**config.mk**
```make
export PLATFORM = sky130hd
export DESIGN_NAME = ptca_conv
export DESIGN_NICKNAME = d
export VERILOG_FILES = /design/src/rtl/ptca_pkg.sv /design/src/rtl/ptca_conv.sv
export SDC_FILE = /design/constraint.sdc
export NUM_CORES = 2
export LEC_CHECK = 0
export ABC_AREA = 1
export BUFFER_PORTS_ARGS = -buffer_cell sky130_fd_sc_hd__buf_2
export CAP_MARGIN = 20
export CORE_UTILIZATION = 55
export CTS_BUF_LIST = sky130_fd_sc_hd__clkbuf_2
export DETAILED_ROUTE_END_ITERATION = 7
export PLACE_DENSITY = 0.78
export REMOVE_ABC_BUFFERS = 1
export SETUP_SLACK_MARGIN = 0.5
export SLEW_MARGIN = 15
export SYNTH_ARGS = -nofsm -noshare
export SYNTH_HDL_FRONTEND = slang
export SYNTH_SLANG_ARGS = --single-unit
```
**constraint.sdc**
```tcl
create_clock -name clk -period 13.5 [get_ports clk]
set_input_delay 3.375 -clock clk [delete_from_list [all_inputs] [get_ports clk]]
set_output_delay 3.375 -clock clk [all_outputs]
set_load 0.02 [all_outputs]
```
**src/rtl/ptca_pkg.sv**
```systemverilog
`timescale 1ns / 1ps
`default_nettype none
// ----------------------------------------------------------------------------
// ptca_pkg
// Shared widths, command codes, divider constants and types of the prescaled
// timer with compare alarms.
// ----------------------------------------------------------------------------
package ptca_pkg;

	localparam int PRESCALE_W = 3;
	localparam int PRESCALE_N = 8;
	localparam int CMD_W      = 2;
	localparam int US_W       = 32;
	localparam int CNT_W      = 16;
	localparam int PCNT_W     = 7;
	localparam int TICKS_W    = 32;
	localparam int MULT_W     = 14;
	localparam int Q_W        = 19;
	localparam int ELAPSED_W  = 32;

	localparam logic [CMD_W-1:0] CMD_TICK      = 2'd0;
	localparam logic [CMD_W-1:0] CMD_ARM_ONCE  = 2'd1;
	localparam logic [CMD_W-1:0] CMD_ARM_EVERY = 2'd2;

	localparam int unsigned US_HZ = 1000000;

	// x / 10000 for 32-bit x: q0 = (x * DIV_MAGIC) >> DIV_SHIFT is low by at most one
	localparam logic [MULT_W-1:0]  DIV_CONST = 14'd10000;
	localparam logic [TICKS_W-1:0] DIV_MAGIC = 32'd3518437208;
	localparam int                 DIV_SHIFT = 45;

	localparam logic [PRESCALE_W-1:0] ELAPSED_BIAS = 3'd3;

	typedef struct packed {
		logic [CMD_W-1:0]   cmd;
		logic [TICKS_W-1:0] ticks;
	} ptca_tick_t;

endpackage
`default_nettype wire

```
**src/rtl/ptca_conv.sv**
```systemverilog
`timescale 1ns / 1ps
`default_nettype none
// ----------------------------------------------------------------------------
// ptca_conv
// Five-stage pipeline turning a delay in microseconds into counter ticks.
// Every item passes through so the order to the timer core is kept.
// ----------------------------------------------------------------------------
module ptca_conv import ptca_pkg::*; #(
	parameter int unsigned E_CLOCK_HZ = 8000000
) (
	input  logic                  clk,
	input  logic                  arst_n,
	input  logic [PRESCALE_W-1:0] prescale,
	input  logic                  in_valid,
	input  logic [CMD_W-1:0]      in_cmd,
	input  logic [US_W-1:0]       in_us,
	output logic                  in_ready,
	output logic                  tick_valid,
	output ptca_tick_t            tick,
	input  logic                  tick_ready
);

	logic [MULT_W-1:0]     mult_tab [PRESCALE_N];
	logic [PRESCALE_N-1:0] div_tab;

	for (genvar g = 0; g < PRESCALE_N; g++) begin : g_rate
		localparam int unsigned F_HZ    = E_CLOCK_HZ >> g;
		localparam int unsigned PER_US  = F_HZ / US_HZ;
		localparam int unsigned F_CENTI = F_HZ / 100;
		assign mult_tab[g] = (PER_US != 0) ? MULT_W'(PER_US) : MULT_W'(F_CENTI);
		assign div_tab[g]  = (PER_US == 0);
	end

	logic v_s1, v_s2, v_s3, v_s4, v_s5;
	logic en_s1, en_s2, en_s3, en_s4, en_s5;

	logic [CMD_W-1:0]   cmd_s1, cmd_s2, cmd_s3, cmd_s4, cmd_s5;
	logic [US_W-1:0]    us_s1;
	logic [TICKS_W-1:0] x_s2, x_s3, x_s4, ticks_s5;
	logic               div_s2, div_s3, div_s4;
	logic [Q_W-1:0]     q0_s3, q0_s4;
	logic [TICKS_W-1:0] qm_s4;

	logic [US_W+MULT_W-1:0] prod_a;
	logic [2*TICKS_W-1:0]   prod_b;
	logic [Q_W+MULT_W-1:0]  prod_c;
	logic [TICKS_W-1:0]     rem;
	logic [Q_W-1:0]         q_fix;

	// bubbles collapse: a stage loads when it is empty or its successor moves
	assign en_s5    = !v_s5 || tick_ready;
	assign en_s4    = !v_s4 || en_s5;
	assign en_s3    = !v_s3 || en_s4;
	assign en_s2    = !v_s2 || en_s3;
	assign en_s1    = !v_s1 || en_s2;
	assign in_ready = en_s1;

	always_ff @(posedge clk or negedge arst_n) begin
		if (!arst_n) begin
			v_s1 <= 1'b0;
			v_s2 <= 1'b0;
			v_s3 <= 1'b0;
			v_s4 <= 1'b0;
			v_s5 <= 1'b0;
		end else begin
			if (en_s1) v_s1 <= in_valid;
			if (en_s2) v_s2 <= v_s1;
			if (en_s3) v_s3 <= v_s2;
			if (en_s4) v_s4 <= v_s3;
			if (en_s5) v_s5 <= v_s4;
		end
	end

	always_comb begin
		prod_a = (US_W+MULT_W)'(us_s1) * (US_W+MULT_W)'(mult_tab[prescale]);
		prod_b = (2*TICKS_W)'(x_s2) * (2*TICKS_W)'(DIV_MAGIC);
		prod_c = (Q_W+MULT_W)'(q0_s3) * (Q_W+MULT_W)'(DIV_CONST);
		rem    = x_s4 - qm_s4;
		q_fix  = (rem >= TICKS_W'(DIV_CONST)) ? q0_s4 + Q_W'(1) : q0_s4;
	end

	always_ff @(posedge clk) begin
		if (en_s1) begin
			cmd_s1 <= in_cmd;
			us_s1  <= in_us;
		end
		if (en_s2) begin
			cmd_s2 <= cmd_s1;
			x_s2   <= prod_a[TICKS_W-1:0];
			div_s2 <= div_tab[prescale];
		end
		if (en_s3) begin
			cmd_s3 <= cmd_s2;
			x_s3   <= x_s2;
			div_s3 <= div_s2;
			q0_s3  <= prod_b[DIV_SHIFT+Q_W-1:DIV_SHIFT];
		end
		if (en_s4) begin
			cmd_s4 <= cmd_s3;
			x_s4   <= x_s3;
			div_s4 <= div_s3;
			q0_s4  <= q0_s3;
			qm_s4  <= prod_c[TICKS_W-1:0];
		end
		if (en_s5) begin
			cmd_s5   <= cmd_s4;
			ticks_s5 <= div_s4 ? TICKS_W'(q_fix) : x_s4;
		end
	end

	assign tick_valid = v_s5;
	assign tick.cmd   = cmd_s5;
	assign tick.ticks = ticks_s5;

endmodule
`default_nettype wire

```
* Yosys cells after proc, flatten, opt, wreduce, memory -nomap -nowiden
Memories as Yosys holds them, arrays and structs flattened. A register that Yosys moved wholly into a read port is not among the register bits.
Index checks and enable logic that the tools add are counted.
** Word-level totals
- Register bits :: 243
- Bits in read-only memories :: 120
- Output and inout port bits :: 36
- Memories kept :: 2
** Cells by class
- Add/sub/neg operators :: 2
- Multiply operators :: 3
- Order comparisons :: 2
- Multiplexer cells :: 4
- Bitwise logic cells :: 1
- Reductions and logical operators :: 10
** Memory list
- (no name shown) :: depth 8, width 14, rd ports 1, clocked after memory_dff 0, write ports 0, line ptca_conv.sv:75 : prod_a = (US_W+MULT_W)'(us_s1) * (US_W+MULT_W)'(mult_tab[prescale]);
- (no name shown) :: depth 8, width 1, rd ports 1, clocked after memory_dff 1, write ports 0, line ptca_conv.sv:90 : div_s2 <= div_tab[prescale];
** Operator list (count)
- multiplier 32 x 29 -> 61 bit, second input constant :: 1
- two-way mux 19 bit :: 2
- greater-or-equal comparator 32 x 14 -> 1 bit, second input constant :: 1
- multiplier 32 x 14 -> 32 bit :: 1
- subtractor 32 bit :: 1
- multiplier 19 x 10 -> 28 bit, second input constant :: 1
- two-way mux 14 bit :: 2
- adder 19 x 1 -> 19 bit, second input constant :: 1
- zero test 1 bit :: 5
- logical OR 1 bit :: 5
- greater-or-equal comparator 4 bit, second input constant :: 1
- inverter 3 -> 4 bit :: 1

* Longest topological paths before layout
- Depth in word-level cells :: 6
- Depth in mapped cells :: 32
- Gate-level depth less buffers :: 30

* Least setup slack after synthesis
No wires, ideal clock.
- Path type :: input-to-output
- From :: input port tick_ready
- To :: output port in_ready
- Arrival :: 8.094 ns
- Data required time :: 10.125 ns
- Setup slack :: 2.031 ns
- Cell stages on the path :: 8
- Path buffers :: 0
- Cell sequence :: nor2_1 -> inv_1 -> nor2_1 -> inv_1 -> nor2_1 -> inv_1 -> nor2_1 -> nand2_1
** On the way
- Cells in the longest elaborated chain, start to end :: 5
** Ends and longest elaborated chain
- start: declaration :: line ptca_conv.sv:20 : input logic tick_ready
- logical OR 1 bit :: line ptca_conv.sv:51 : assign en_s5 = !v_s5 || tick_ready;
- via en_s5 :: line ptca_conv.sv:35 : logic en_s1, en_s2, en_s3, en_s4, en_s5;
- logical OR 1 bit :: line ptca_conv.sv:52 : assign en_s4 = !v_s4 || en_s5;
- via en_s4 :: line ptca_conv.sv:35
- logical OR 1 bit :: line ptca_conv.sv:53 : assign en_s3 = !v_s3 || en_s4;
- via en_s3 :: line ptca_conv.sv:35
- logical OR 1 bit :: line ptca_conv.sv:54 : assign en_s2 = !v_s2 || en_s3;
- logical OR 1 bit :: line ptca_conv.sv:55 : assign en_s1 = !v_s1 || en_s2;
- end: declaration :: line ptca_conv.sv:17 : output logic in_ready,
The timed path passes the listed nets, and every way through them passes these cells.

* Final worst setup path
- From :: input port prescale[1]
- To :: register x_s2[31] (data pin)
** On the way
- Cells in the longest elaborated chain, start to end :: 5
** Ends and longest elaborated chain
- start: declaration :: line ptca_conv.sv:13 : input logic [PRESCALE_W-1:0] prescale,
- inverter 3 -> 4 bit (not written as such) :: line ptca_conv.sv:75
- memory (8 x 14 bit)
- two-way mux 14 bit (not written as such) (2 in series) :: line ptca_conv.sv:75
- multiplier 32 x 14 -> 32 bit :: line ptca_conv.sv:75
- via prod_a[31] :: line ptca_conv.sv:44 : logic [US_W+MULT_W-1:0] prod_a;
- end signal: assignment :: line ptca_conv.sv:89 : x_s2 <= prod_a[TICKS_W-1:0];
- end: declaration :: line ptca_conv.sv:39 : logic [TICKS_W-1:0] x_s2, x_s3, x_s4, ticks_s5;
The timed path passes the listed nets, and every way through them passes these cells. The select of a mux whose other input is x is not followed.
A chain may end at the register's enable or synchronous reset.

==> results.md <==
- Status: completed
- Gpl congestion: 0.9898
- DRC Markers: 0
- Area Overhead vs Synth: 5.206%
- Clock root cell: clkbuf_2
- Setup_tns: 0 ps
- Io pins: 77
- Synth Area in Compound Gates: 4.029%
- Vias in the first global route: about 32,000
- CP Class: input pin to register
- DP HPWL: roughly 86,000 µm
- Maxcap violations: 0
- Worst hold path type: register to register
- Post-route cell area: 0.04362 mm²
- Slew @ Worst Pin: 1115 ps
- Clock Path Buffers: 3
- Final-layout fill cell count: 6,415
- Adder-cell area share of the yosys netlist: about 50%
- Die Ht: 276.6 µm
- Tot GR Track Use: 27.84%
- Hold depth: 0
- Post-layout net count: 5,981
- Period utilization: 68.10%
- Clock tree from TritonCTS: yes
- Slew HR: 25.69%
- Vias/cell: 5.297
- Simple logic cell fraction of the synthesized area: about an eighth
- Final setup skew: between 100 and 150 ps
- Max Clk Rate: roughly 0.11 GHz
- Layout cells sized above 1: under 10%
- Top FF cell, synth: edfxtp_1
- # H-tree levels: 3
- Antenna violations before repair: 6
- Full die area: 0.07649 mm²
- Worst-path clk slew: roughly 100 ps
- Post-cts sizing count: 0
- Routed Antenna Nets: 0
- Area share of xor/xnor cells in the synthesized design: 2.767%
- Post-synthesis cell type count: 50
- Setup slack after layout: 4306 ps
- Clk sink count: 240
- Starting Density: 55.60%
- Congestion Overflow GR: 0
- Vias: 30,206
- Synth warn: 0
- Cell row count: 100
- Fin. Hold Viols: 0
- Combinational family with the most area after synthesis: adder cells
- Async SR Flop Fraction: 2.083%
- Number of flops mapped to enable cells by yosys: 235
- Core Area: ~0.075 mm²
- Largest net degree at the start of global routing: 74
- WP data required: between 10,000 and 15,000 ps
- Synth Area per Inst: 9.073 µm²
- Cts bufs inserted: 67
- Post-CTS Repair Setup Buffers: 0
- IO Port Bufs: 76
- Synth Register Bits: 240
- Cell Area, Synth: 0.04146 mm²
- Worst setup SP type: input pin
- Critical path fanouts, max: 33
- Endpoints failing setup: 0
- Fin Hold WS: 347.6 ps
- Number of cells on the worst reg-to-reg path: 25
- Worst path arrival time: ~10,000 ps
- Dpl ws: 3252 ps
- Global-route wire length before repair: 166,100 µm
- Worst setup EP type: register
- Worst skew pair latency: between 1000 and 1500 ps
- Post-Syn Instances: 4,570
- Mux cell area share after synthesis: 0%
- Min Clock Period, post-route: 9194 ps
- Routed WL: 102,100 µm
- Mean routed wirelength per cell: 17.90 µm
- Post-synthesis sequential area ratio: 17.32%
- Die W: 276.6 µm
- Final Max Slew Viols: 0
- RSZ-0062 raised after global routing: no
- Initial DRC count: 1,860
- Placed cell area: 0.04295 mm²
- CTS Hold Bufs: 0
- Detailed Routing Iterations Pass 1: 7
synthesized netlist by cell type (7+ instances only):
cell type  count  area share, %
inv_1       1277             12
nand2_1      791            7.2
fa_1         700             34
ha_1         564             17
nor2_1       286            2.6
edfxtp_1     235             17
a21oi_1      152            1.8
xor2_1        89            1.9
o21ai_0       77           0.93
nand3_1       69           0.83
nand4_1       49           0.74
clkbuf_1      47           0.43
xnor2_1       42           0.89
nor3_1        32           0.39
a21o_1        13           0.24
a31oi_1       12           0.18
inv_2         12           0.11
o21bai_1      12           0.22
nor4_1         8           0.12
or2_2          8           0.12
a21boi_0       7           0.13
buf_1          7          0.063
nor2_2         7           0.11
critical path, stage by stage:
cell and delay, ps:
buf_2 140, ha_1 150, buf_4 380, nand2_1 490, inv_1 580, nand2_1 140
fa_1 470, fa_1 490, inv_1 50, fa_1 510, inv_1 60, fa_1 550
fa_1 430, fa_1 490, inv_1 40, ha_1 340, nand2_1 110, nor3_1 270
nand4_1 120, nand3_1 140, nand2_1 60, nand2_1 120, a21o_1 190, nand2_1 70
nand2_1 80, o21bai_1 110, nand2_1 60
registers in the layout (all words and copies together), names as in the netlist, 2 cells and up:
name	cells
q0_s3	19
cmd_s3	2
q0_s4	19
ticks_s5	32
x_s3	32
qm_s4	24
x_s4	32
cmd_s2	2
us_s1	32
cmd_s5	2
cmd_s1	2
cmd_s4	2
x_s2	32
per-layer routing:
metal	vias up	GRT usage, %	wire length [µm]
met5	-	0	13
li1	14072	-	-
met4	2	12.63	4861
met2	1162	47.27	49700
met3	274	4.800	7751
met1	14696	34.76	39770
cell type report:
cell class | instances | area (µm²) | share of cell area (%)
diodes | 6 | 15.01 | 0.03442
clock buffers | 91 | 455.4 | 1.044
clock inverters | 30 | 203.9 | 0.4675
inverters | 1291 | 4846 | 11.11
multi-input cells | 2974 | 29130 | 66.78
flip-flops and latches | 240 | 7182 | 16.46
well taps | 969 | 1212 | 2.779
repair buffers | 102 | 575.6 | 1.319
logic make-up (layout without fill, tap and decap cells):
logic type / after synthesis / count (layout)
XOR/XNOR: 131 / 131
buffers and inverters: 1356 / 1514
AND/OR/NAND/NOR: 1280 / 1280
adder cells (fa/ha/maj): 1264 / 1264
AO/OA/AOI/OAI: 299 / 299
flip-flops: 240 / 240
other: 0 / 6
through the flow:
step | util [%] | std cells
final | 58.50 | 5703
after floorplan | - | 4505
after global placement | 57.59 | 5576
after CTS | 58.47 | 5697
after detailed placement | 57.59 | 5576
after global routing | 58.48 | 5698
worst paths after layout:
path	startpoint	to	slack [ps]
setup / recovery	prescale[1]	x_s2[31]	4310
hold / removal	x_s3[0]	x_s4[0]	350
setup reg to reg	x_s2[7]	q0_s3[16]	6010
hold reg to reg	x_s3[0]	x_s4[0]	350
max in group asynchronous	arst_n	tick_valid	11170
min in group asynchronous	arst_n	v_s4	2120
cells in the final DEF (no fill, tap or decap), types with 5 or more instances in the layout:
master	Yosys	final
clkinv_2	0	5
nand2_2	6	7
nand3_1	69	69
buf_4	3	26
a21boi_0	7	7
nand4_1	49	49
and2_1	6	6
a31oi_1	12	12
diode_2	0	6
o211ai_1	6	6
nand2_1	791	790
clkbuf_2	1	91
nor4_1	8	8
fa_1	700	700
o21a_1	5	5
a21o_1	13	13
xor2_1	89	89
o21ai_0	77	77
buf_2	1	76
or2_2	8	8
inv_1	1277	1275
ha_1	564	564
o21bai_1	12	12
edfxtp_1	235	235
nor3_1	32	32
dfrtp_1	5	5
nand3b_1	5	5
a21oi_1	152	152
nor2_2	7	7
clkinv_1	2	18
xnor2_1	42	42
nor2_1	286	286
inv_2	12	14
Power is not shown: default switching activity piles up to over one toggle a cycle in this logic, so the estimate is an artifact.
