## src/rtl/ptca_pkg.sv

```systemverilog
`timescale 1ns / 1ps
`default_nettype none
// ----------------------------------------------------------------------------
// ptca_pkg
// Shared widths, command codes, divider constants and types of the prescaled
// timer with compare alarms.
// ----------------------------------------------------------------------------
package ptca_pkg;

	localparam int PRESCALE_W = 3;
	localparam int PRESCALE_N = 8;
	localparam int CMD_W      = 2;
	localparam int US_W       = 32;
	localparam int CNT_W      = 16;
	localparam int PCNT_W     = 7;
	localparam int TICKS_W    = 32;
	localparam int MULT_W     = 14;
	localparam int Q_W        = 19;
	localparam int ELAPSED_W  = 32;

	localparam logic [CMD_W-1:0] CMD_TICK      = 2'd0;
	localparam logic [CMD_W-1:0] CMD_ARM_ONCE  = 2'd1;
	localparam logic [CMD_W-1:0] CMD_ARM_EVERY = 2'd2;

	localparam int unsigned US_HZ = 1000000;

	// x / 10000 for 32-bit x: q0 = (x * DIV_MAGIC) >> DIV_SHIFT is low by at most one
	localparam logic [MULT_W-1:0]  DIV_CONST = 14'd10000;
	localparam logic [TICKS_W-1:0] DIV_MAGIC = 32'd3518437208;
	localparam int                 DIV_SHIFT = 45;

	localparam logic [PRESCALE_W-1:0] ELAPSED_BIAS = 3'd3;

	typedef struct packed {
		logic [CMD_W-1:0]   cmd;
		logic [TICKS_W-1:0] ticks;
	} ptca_tick_t;

endpackage
`default_nettype wire

```

## src/rtl/ptca_core.sv

```systemverilog
`timescale 1ns / 1ps
`default_nettype none
// ----------------------------------------------------------------------------
// ptca_core
// Prescaler, 16-bit counter with wrap count, one-shot and periodic compare
// alarms, and the result register.
// ----------------------------------------------------------------------------
module ptca_core import ptca_pkg::*; (
	input  logic                  clk,
	input  logic                  arst_n,
	input  logic [PRESCALE_W-1:0] prescale,
	input  logic                  tick_valid,
	input  ptca_tick_t            tick,
	output logic                  tick_ready,
	output logic                  res_valid,
	input  logic                  res_ready,
	output logic [ELAPSED_W-1:0]  elapsed_us,
	output logic                  once_fired,
	output logic                  every_fired
);

	logic [PCNT_W-1:0] pcnt_q;
	logic [CNT_W-1:0]  tc_q, wc_q;
	logic              once_armed_q, every_armed_q;
	logic [CNT_W-1:0]  once_match_q, once_wl_q;
	logic [CNT_W-1:0]  every_match_q, every_step_q, every_wl_q, every_reload_q;
	logic              res_valid_q;
	logic [ELAPSED_W-1:0] elapsed_q;
	logic              once_q, every_q;

	logic              fire;
	logic              is_tick, adv;
	logic [PCNT_W-1:0] pc_inc;
	logic [PCNT_W:0]   limit;
	logic [PCNT_W-1:0] pcnt_n;
	logic [CNT_W-1:0]  tc_n, wc_n;
	logic [CNT_W-1:0]  hi, lo;
	logic              once_armed_n, every_armed_n;
	logic [CNT_W-1:0]  once_match_n, once_wl_n;
	logic [CNT_W-1:0]  every_match_n, every_step_n, every_wl_n, every_reload_n;
	logic              once_f, every_f;
	logic [2*CNT_W-1:0] n_cnt;
	logic [ELAPSED_W-1:0] elapsed_n;

	assign tick_ready = !res_valid_q || res_ready;
	assign fire       = tick_valid && tick_ready;

	always_comb begin
		is_tick = (tick.cmd == CMD_TICK);
		pc_inc  = pcnt_q + PCNT_W'(1);
		limit   = {{PCNT_W{1'b0}}, 1'b1} << prescale;
		adv     = is_tick && ({1'b0, pc_inc} >= limit);
		pcnt_n  = is_tick ? (adv ? '0 : pc_inc) : pcnt_q;
		tc_n    = adv ? tc_q + CNT_W'(1) : tc_q;
		wc_n    = (adv && tc_n == '0) ? wc_q + CNT_W'(1) : wc_q;

		hi = tick.ticks[TICKS_W-1:CNT_W];
		lo = tick.ticks[CNT_W-1:0];
		if (hi == '0 && lo == '0) lo = CNT_W'(1);

		once_armed_n   = once_armed_q;
		once_match_n   = once_match_q;
		once_wl_n      = once_wl_q;
		every_armed_n  = every_armed_q;
		every_match_n  = every_match_q;
		every_step_n   = every_step_q;
		every_wl_n     = every_wl_q;
		every_reload_n = every_reload_q;
		once_f         = 1'b0;
		every_f        = 1'b0;

		// compare only on a counter advance, against the new count
		if (adv && once_armed_q && tc_n == once_match_q) begin
			if (once_wl_q == '0) begin
				once_f       = 1'b1;
				once_armed_n = 1'b0;
			end else begin
				once_wl_n = once_wl_q - CNT_W'(1);
			end
		end
		if (adv && every_armed_q && tc_n == every_match_q) begin
			if (every_wl_q == '0) begin
				every_f       = 1'b1;
				every_wl_n    = every_reload_q;
				every_match_n = every_match_q + every_step_q;
			end else begin
				every_wl_n = every_wl_q - CNT_W'(1);
			end
		end

		case (tick.cmd)
			CMD_ARM_ONCE: begin
				once_wl_n    = hi;
				once_match_n = tc_q + lo;
				once_armed_n = 1'b1;
			end
			CMD_ARM_EVERY: begin
				every_wl_n     = hi;
				every_reload_n = hi;
				every_step_n   = lo;
				every_match_n  = tc_q + lo;
				every_armed_n  = 1'b1;
			end
			default: begin
			end
		endcase

		n_cnt = {wc_n, tc_n};
		if (prescale < ELAPSED_BIAS)
			elapsed_n = n_cnt >> (ELAPSED_BIAS - prescale);
		else
			elapsed_n = n_cnt << (prescale - ELAPSED_BIAS);
	end

	always_ff @(posedge clk or negedge arst_n) begin
		if (!arst_n) begin
			pcnt_q         <= '0;
			tc_q           <= '0;
			wc_q           <= '0;
			once_armed_q   <= 1'b0;
			once_match_q   <= '0;
			once_wl_q      <= '0;
			every_armed_q  <= 1'b0;
			every_match_q  <= '0;
			every_step_q   <= '0;
			every_wl_q     <= '0;
			every_reload_q <= '0;
			res_valid_q    <= 1'b0;
		end else begin
			if (fire) begin
				pcnt_q         <= pcnt_n;
				tc_q           <= tc_n;
				wc_q           <= wc_n;
				once_armed_q   <= once_armed_n;
				once_match_q   <= once_match_n;
				once_wl_q      <= once_wl_n;
				every_armed_q  <= every_armed_n;
				every_match_q  <= every_match_n;
				every_step_q   <= every_step_n;
				every_wl_q     <= every_wl_n;
				every_reload_q <= every_reload_n;
				res_valid_q    <= 1'b1;
			end else if (res_ready) begin
				res_valid_q <= 1'b0;
			end
		end
	end

	always_ff @(posedge clk) begin
		if (fire) begin
			elapsed_q <= elapsed_n;
			once_q    <= once_f;
			every_q   <= every_f;
		end
	end

	assign res_valid   = res_valid_q;
	assign elapsed_us  = elapsed_q;
	assign once_fired  = once_q;
	assign every_fired = every_q;

endmodule
`default_nettype wire

```

## config.mk

```make
export PLATFORM = sky130hd
export DESIGN_NAME = ptca_core
export DESIGN_NICKNAME = d
export VERILOG_FILES = /design/src/rtl/ptca_pkg.sv /design/src/rtl/ptca_core.sv
export SDC_FILE = /design/constraint.sdc
export NUM_CORES = 1
export LEC_CHECK = 0
export ABC_AREA = 1
export BUFFER_PORTS_ARGS = -buffer_cell sky130_fd_sc_hd__buf_2
export CORE_ASPECT_RATIO = 1.1
export CORE_MARGIN = 2
export CORE_UTILIZATION = 47
export CTS_CLUSTER_DIAMETER = 50
export DETAILED_ROUTE_END_ITERATION = 16
export PLACE_DENSITY = 0.62
export SLEW_MARGIN = 20
export SYNTH_ARGS = -nofsm -noshare
export SYNTH_HDL_FRONTEND = slang
export SYNTH_SLANG_ARGS = --single-unit
export TNS_END_PERCENT = 10
```

## constraint.sdc

```tcl
create_clock -name clk -period 3.6 [get_ports clk]
set_input_delay 0.18 -clock clk [delete_from_list [all_inputs] [get_ports clk]]
set_output_delay 0.18 -clock clk [all_outputs]
set_load 0.01 [all_outputs]
```

Word-level counts from Yosys, hierarchy flattened

Cells that the tools add are included.

Flip-flop bits (word level): 172
Output and inout port bits: 36
Bits in writable memories: 0
Word-level logic and storage cells: 83
Latch bits: 0
Memories: 0
Bits in read-only memories: 0

Divide/modulo/power cells: 0
Add/sub/neg operators: 9
$mul: 0
Bitwise operators: 0
Equal/unequal tests: 5
Shift operators: 3
Mux-type cells: 21
Magnitude comparators: 2
Reduce and logical (&&, ||, !) cells: 28

Operators by type and width:

| cell                                                                  | count |
|---|---|
| 16-bit two-way mux                                                    | 12 |
| 16-bit logical NOT                                                    | 5 |
| 16-bit by 1-bit adder with 16-bit output (second input constant)      | 2 |
| 16-bit adder                                                          | 2 |
| 16-bit == test                                                        | 2 |
| 32-bit two-way mux                                                    | 1 |
| 32-bit by 3-bit left shift with 32-bit output                         | 1 |
| 32-bit by 3-bit >> shifter with 32-bit output                         | 1 |
| 16-bit by 1-bit subtractor with 16-bit output (second input constant) | 2 |
| 2-bit nonzero test                                                    | 5 |
| 3-bit AND reduction                                                   | 3 |
| 7-bit by 8-bit greater-or-equal comparator with 1-bit output          | 1 |
| 1-bit logical AND                                                     | 8 |
| 2-bit AND reduction                                                   | 4 |
| 1-bit by 3-bit left shift with 8-bit output (first input constant)    | 1 |
| 7-bit by 1-bit adder with 7-bit output (second input constant)        | 1 |
| 1-bit two-way mux                                                     | 7 |
| 7-bit two-way mux                                                     | 1 |
| 3-bit by 2-bit < comparator with 1-bit output (second input constant) | 1 |
| 2-bit by 3-bit subtractor with 3-bit output (first input constant)    | 1 |
| 3-bit by 2-bit subtractor with 3-bit output (second input constant)   | 1 |
| 2-bit by 1-bit == test with 1-bit output (second input constant)      | 1 |
| 2-bit == test (second input constant)                                 | 1 |
| 2-bit logical NOT                                                     | 1 |
| 3 further kinds                                                       | 3 |

Depth between registers and ports, before layout

Word-level depth: 9
Depth in mapped cells: 33
Mapped depth without buffers: 28

Worst setup path before layout

OpenSTA, ideal clock, no wires.

Path kind: input to register
From: input prescale[0]
To: register elapsed_q[20] (netlist: elapsed_us[20]) (data pin)
Buffers on the path: 6
Arrival time: 3.406 ns
Cell stages on the path: 29
Setup slack: -0.068 ns
Data required time: 3.339 ns
Cells stage by stage: inv_1 -> clkbuf_1 -> buf_1 -> buf_4 -> ha_1 -> nand2_1 -> ha_1 -> nand2_1 -> nor2_1 -> nor2_1 -> nand2_1 -> nand2_1 -> nand2_2 -> buf_4 -> buf_6 -> nand2_1 -> nand2_1 -> nand2_1 -> nand2_1 -> nor2_1 -> nand2_1 -> nor2_4 -> buf_12 -> nand3_4 -> nand3_2 -> nand2_2 -> nand2_1 -> nand2_1 -> nand3b_1

Cells in the longest elaborated chain, start to end: 9
Elaborated cells on any way between the ends: 13
Those cells by class: add/sub (2); order compare (2); shift (3); mux (3); reduce/logical (3)

Ends and longest elaborated chain:

| element                                                                                                               | RTL line                           | RTL |
|---|---|---|
| start: declaration                                                                                                    | ptca_core.sv:11                    | `input logic [PRESCALE_W-1:0] prescale,` |
| 1-bit by 3-bit left shift with 8-bit output                                                                           | ptca_core.sv:51                    | `limit = {{PCNT_W{1'b0}}, 1'b1} << prescale;` |
| 7-bit by 8-bit greater-or-equal comparator with 1-bit output                                                          | ptca_core.sv:52                    | `adv = is_tick && ({1'b0, pc_inc} >= limit);` |
| 1-bit logical AND                                                                                                     | ptca_core.sv:52                    |  |
| 16-bit two-way mux                                                                                                    | ptca_core.sv:54                    | `tc_n = adv ? tc_q + CNT_W'(1) : tc_q;` |
| 16-bit logical NOT                                                                                                    | ptca_core.sv:55                    | `wc_n = (adv && tc_n == '0) ? wc_q + CNT_W'(1) : wc_q;` |
| 1-bit logical AND                                                                                                     | ptca_core.sv:55                    |  |
| 16-bit two-way mux                                                                                                    | ptca_core.sv:55                    |  |
| 32-bit by 3-bit left shift with 32-bit output / 32-bit by 3-bit >> shifter with 32-bit output (equally long branches) | ptca_core.sv:112, ptca_core.sv:110 |  |
| 32-bit two-way mux *                                                                                                  | ptca_core.sv:109                   | `if (prescale < ELAPSED_BIAS)` |
| via elapsed_n[20]                                                                                                     | ptca_core.sv:43                    | `logic [ELAPSED_W-1:0] elapsed_n;` |
| end signal: assignment                                                                                                | ptca_core.sv:151                   | `elapsed_q <= elapsed_n;` |
| end: declaration                                                                                                      | ptca_core.sv:28                    | `logic [ELAPSED_W-1:0] elapsed_q;` |

The timed path passes the listed nets; every way through them passes the cells marked *.
A chain may end at the register's enable or synchronous reset.

Worst setup path in the final report

From: register pcnt_q[1]
To: register every_match_q[4]

Cells in the longest elaborated chain, start to end: 8
Elaborated cells on any way between the ends: 9
Those cells by class: add/sub (1); order compare (1); eq/ne (1); mux (1); reduce/logical (5)

Ends and longest elaborated chain:

| element                                                        | RTL line         | RTL |
|---|---|---|
| start: declaration                                             | ptca_core.sv:22  | `logic [PCNT_W-1:0] pcnt_q;` |
| start signal: assignment                                       | ptca_core.sv:131 | `pcnt_q <= pcnt_n;` |
| 7-bit by 1-bit adder with 7-bit output *                       | ptca_core.sv:50  | `pc_inc = pcnt_q + PCNT_W'(1);` |
| 7-bit by 8-bit greater-or-equal comparator with 1-bit output * | ptca_core.sv:52  |  |
| 1-bit logical AND *                                            | ptca_core.sv:52  |  |
| 16-bit two-way mux                                             | ptca_core.sv:54  |  |
| 16-bit == test                                                 | ptca_core.sv:81  | `if (adv && every_armed_q && tc_n == every_match_q) begin` |
| 1-bit logical AND *                                            | ptca_core.sv:81  |  |
| 2-bit nonzero test (no source line) *                          | -                |  |
| 3-bit AND reduction (no source line) *                         | -                |  |
| end signal: assignment                                         | ptca_core.sv:138 | `every_match_q <= every_match_n;` |
| end: declaration                                               | ptca_core.sv:26  | `logic [CNT_W-1:0] every_match_q, every_step_q, every_wl_q, every_reload_q;` |

Mark *: on every way between the ends. The rest lies on a longest branch, timed or not.

==> impl_metrics.yaml <==
run_status:
  status: "complete, but fails checks"
  violations: "negative setup slack"
power:
  leakagePower_nw: 7.74
  pwr_density_cell_nw_per_um2: 637
  max-vdd-ir-drop_v: 0.000373
timing:
  layout_min_cycle_time_ns: 3.71
  timing.final.hold_violations: 0
  timing.final.setup_violations: 52
  fmax_mhz: 269
  finalClockSkew_ns: 0.0192
  maxSlewViolCount: 0
  final_critical_path_setup_slack_ns: -0.111
  relSlewSlack: 0.317
  finalSetupTns_ns: -2.54
  timing_worst_slew_pin_value_ns: 1.03
  finalCritPeriodShare: 1.03
  rsz0062_at_grt: "true"
placement:
  dpl_worst_slack_ns: -0.0716
  post-dp-hpwl_um: 32400
  placement.io_buffers: 76
  placed_area_um2: 14600
  gpl.final_weighted_congestion: 0.919
critical_path:
  ff2ff_setup_slack_ns: -0.11
  setup.worst_path.class: "register to register"
  worst_setup_path_end_kind: "register"
  worst-endpoint-arrival_ns: 4.04
  worst_r2r_endpoint: "every_match_q[4]"
  number_of_cells_on_the_worst_reg_to_reg_path: 24
  worst-endpoint-required_ns: 3.93
  regToRegStartpoint: "pcnt_q[1]"
  worst-path-max-fanout: 8
  startpoint_type: "register"
synthesis:
  synth-edff-count: 34
  yosys.area.top_type: "dfrtp_1"
  ys_ff_latch: 172
  synth.distinct_cells: 53
  synthesis.area_per_instance_um2: 6.91
  syn_inst: 1956
  yosysTopAreaCellShare: 0.256
  post-synth-top-count-cell: "nand2_1"
  netlist_top_cells_count: "nand2_1 (567), inv_1 (192), nand3_1 (191)"
  synth_fp_nets: 2048
  synth.area.top_cells: "dfrtp_1 (26%), nand2_1 (16%), edfxtp_1 (7.6%), nand3_1 (7.1%), o21ai_0 (7.0%)"
  yosys_warnings: 0
  syn-cell-area_um2: 13500
  ys.flop_type: "dfrtp_1"
  synth.yosys.seq_area_share: 0.331
  synthArstFlopShare: 0.802
detailed_routing:
  vias_after_detailed_routing: 13900
  wl_per_cell_um: 18.3
  drt_iter0_markers: 994
  drt_drc_violations_left: 0
  route.detailed.vias_per_inst: 5.67
  wl_um: 44800
  first_pass_iters: 5
  antenna_violation_net_count_after_detailed_routing: 0
min_path:
  hold_class: "input pin to register"
  timing.hold.worst_endpoint: "every_step_q[6]"
  hold-path-cell-count: 3
  hold_start: "tick[6]"
grt:
  grt_pass1_vias: 13200
  antenna_found_initial: 0
  grt_util_all_layers: 0.291
  largest_net_degree_at_the_start_of_global_routing: 75
  grt_pass1_wl_um: 69500
  grt-ovfl-total: 0
layout:
  area_growth_syn_to_layout_pct: 19.8
  layout.nets: 2163
  insertedDiodeCount: 0
  multiInputGateArea_um2: 8310
  fillCellCount: 2709
  regArea_um2: 4470
  layout-drive-gt1-share: 0.203
  stdcell_area_um2: 16200
die:
  io_pins: 77
  die_w_um: 166
  placement_rows: 65
  die_area_um2: 30100
  die_height_um: 182
  start_util: 0.475
  coreArea_um2: 28500
clock_network:
  numClockSinks: 172
  cts-buffers-inserted: 17
  cts_root_buffer: "clkbuf_16"
  cts_max_level: 4
  clkTransAtPathRegs_ns: 0.07
  insertion_delay_ns: 0.46
  clockBufferDepth: 2
  clock_tree_from_tritoncts: "yes"
flow_run:
  timing.max_cap.violations: 0
-- report_power, final --
part           leakage (nW)  switching (mW)  total (mW)  internal (mW)
logic                  5.37            3.19        5.38           2.19
clock network         0.271           0.919        1.85          0.930
registers              2.10           0.560        3.08           2.52
-- metal layers --
| layer | up-vias | share of wire | track usage |
|---|---|---|---|
| met1 | 6527 | 0.40 | 0.351 |
| met5 | - | 0 | 0 |
| li1 | 6717 | - | - |
| met2 | 518 | 0.49 | 0.513 |
| met4 | 0 | 0.046 | 0.134 |
| met3 | 138 | 0.060 | 0.0432 |
-- sequential cells by signal, indices dropped and copies added, names as in the netlist, 7 cells and up --
register / cells
elapsed_us: 32
every_wl_q: 16
once_match_q: 16
once_wl_q: 16
every_reload_q: 16
every_match_q: 16
wc_q: 16
every_step_q: 16
pcnt_q: 7
tc_q: 16
-- through the flow --
step / util / instances / power [mW] / hold slack [ns]
4_1_cts: 0.538 / 2425 / 9.64 / 0.00735
2_1_floorplan: - / 1956 / 6.16 / -0.116
3_3_place_gp: 0.512 / 2383 / 7.54 / 0.266
5_1_grt: 0.568 / 2452 / 11.1 / 0.0117
3_5_place_dp: 0.512 / 2383 / 7.59 / 0.266
6_report: 0.568 / 2452 / 10.3 / 0.0135
-- placed cells by master (no fill, tap or decap), types with 53 or more instances in the layout --
master / Yosys / routed
nand3_1: 191 / 163
dfrtp_1: 138 / 138
buf_4: 8 / 75
nand3_2: 29 / 53
nand2_2: 27 / 72
buf_2: 13 / 75
inv_1: 192 / 190
nand2_1: 567 / 513
o21ai_0: 189 / 184
nor2_1: 127 / 123
-- worst max path at each step --
| stage | startpoint | end |
|---|---|---|
| floorplan | prescale[0] | elapsed_us[20] |
| detailed placement | tick[12] | every_match_q[12] |
| global route | pcnt_q[1] | every_match_q[7] |
| CTS | pcnt_q[0] | elapsed_us[22] |
| global placement | tick[12] | every_match_q[12] |
| finish | pcnt_q[1] | every_match_q[4] |
-- area by class of cell --
type | instances | area share
clock inverters | 14 | 0.00797
multi-input cells | 1488 | 0.514
clock buffers | 18 | 0.0272
well taps | 368 | 0.0285
repair buffers | 189 | 0.0989
flip-flops and latches | 172 | 0.277
inverters | 203 | 0.0472
-- timing repair --
item,4_1_cts,5_1_grt
cloned,3,9
endpoints found under the hold margin,77,0
setup buffers,2,18
gates resized for setup,9,133
hold buffers,5,0
endpoints found under the setup margin,21,71
pin swaps,2,53
-- worst max-delay path: stages, from the launching register on --
cell,delay [ns]
dfrtp_1,0.43
ha_4,0.18
nand3_2,0.08
nor2_1,0.11
nand2_1,0.08
xor2_2,0.16
ha_1,0.28
nand2_2,0.05
o21a_1,0.20
nand2_4,0.12
buf_6,0.12
buf_16,0.11
nand2_2,0.04
nand2_1,0.07
nand2_2,0.07
buf_6,0.14
nand2_2,0.06
nand4_1,0.14
nor3_2,0.23
nand3_2,0.18
nor3_4,0.22
nand2_2,0.14
clkbuf_16,0.22
nand3_1,0.07
nand2_1,0.08
-- logic make-up (layout without fill, tap and decap cells) --
group                    after synthesis  after routing  share of synthesized area
adder cells (fa/ha/maj)               51             51                     0.0484
flip-flops                           172            172                      0.331
multiplexers                           3              3                    0.00222
buffers and inverters                296            424                     0.0908
XOR/XNOR                              56             56                     0.0363
AND/OR/NAND/NOR                     1074           1074                      0.368
AO/OA/AOI/OAI                        304            304                      0.123
(Power assumes the default switching activity.)
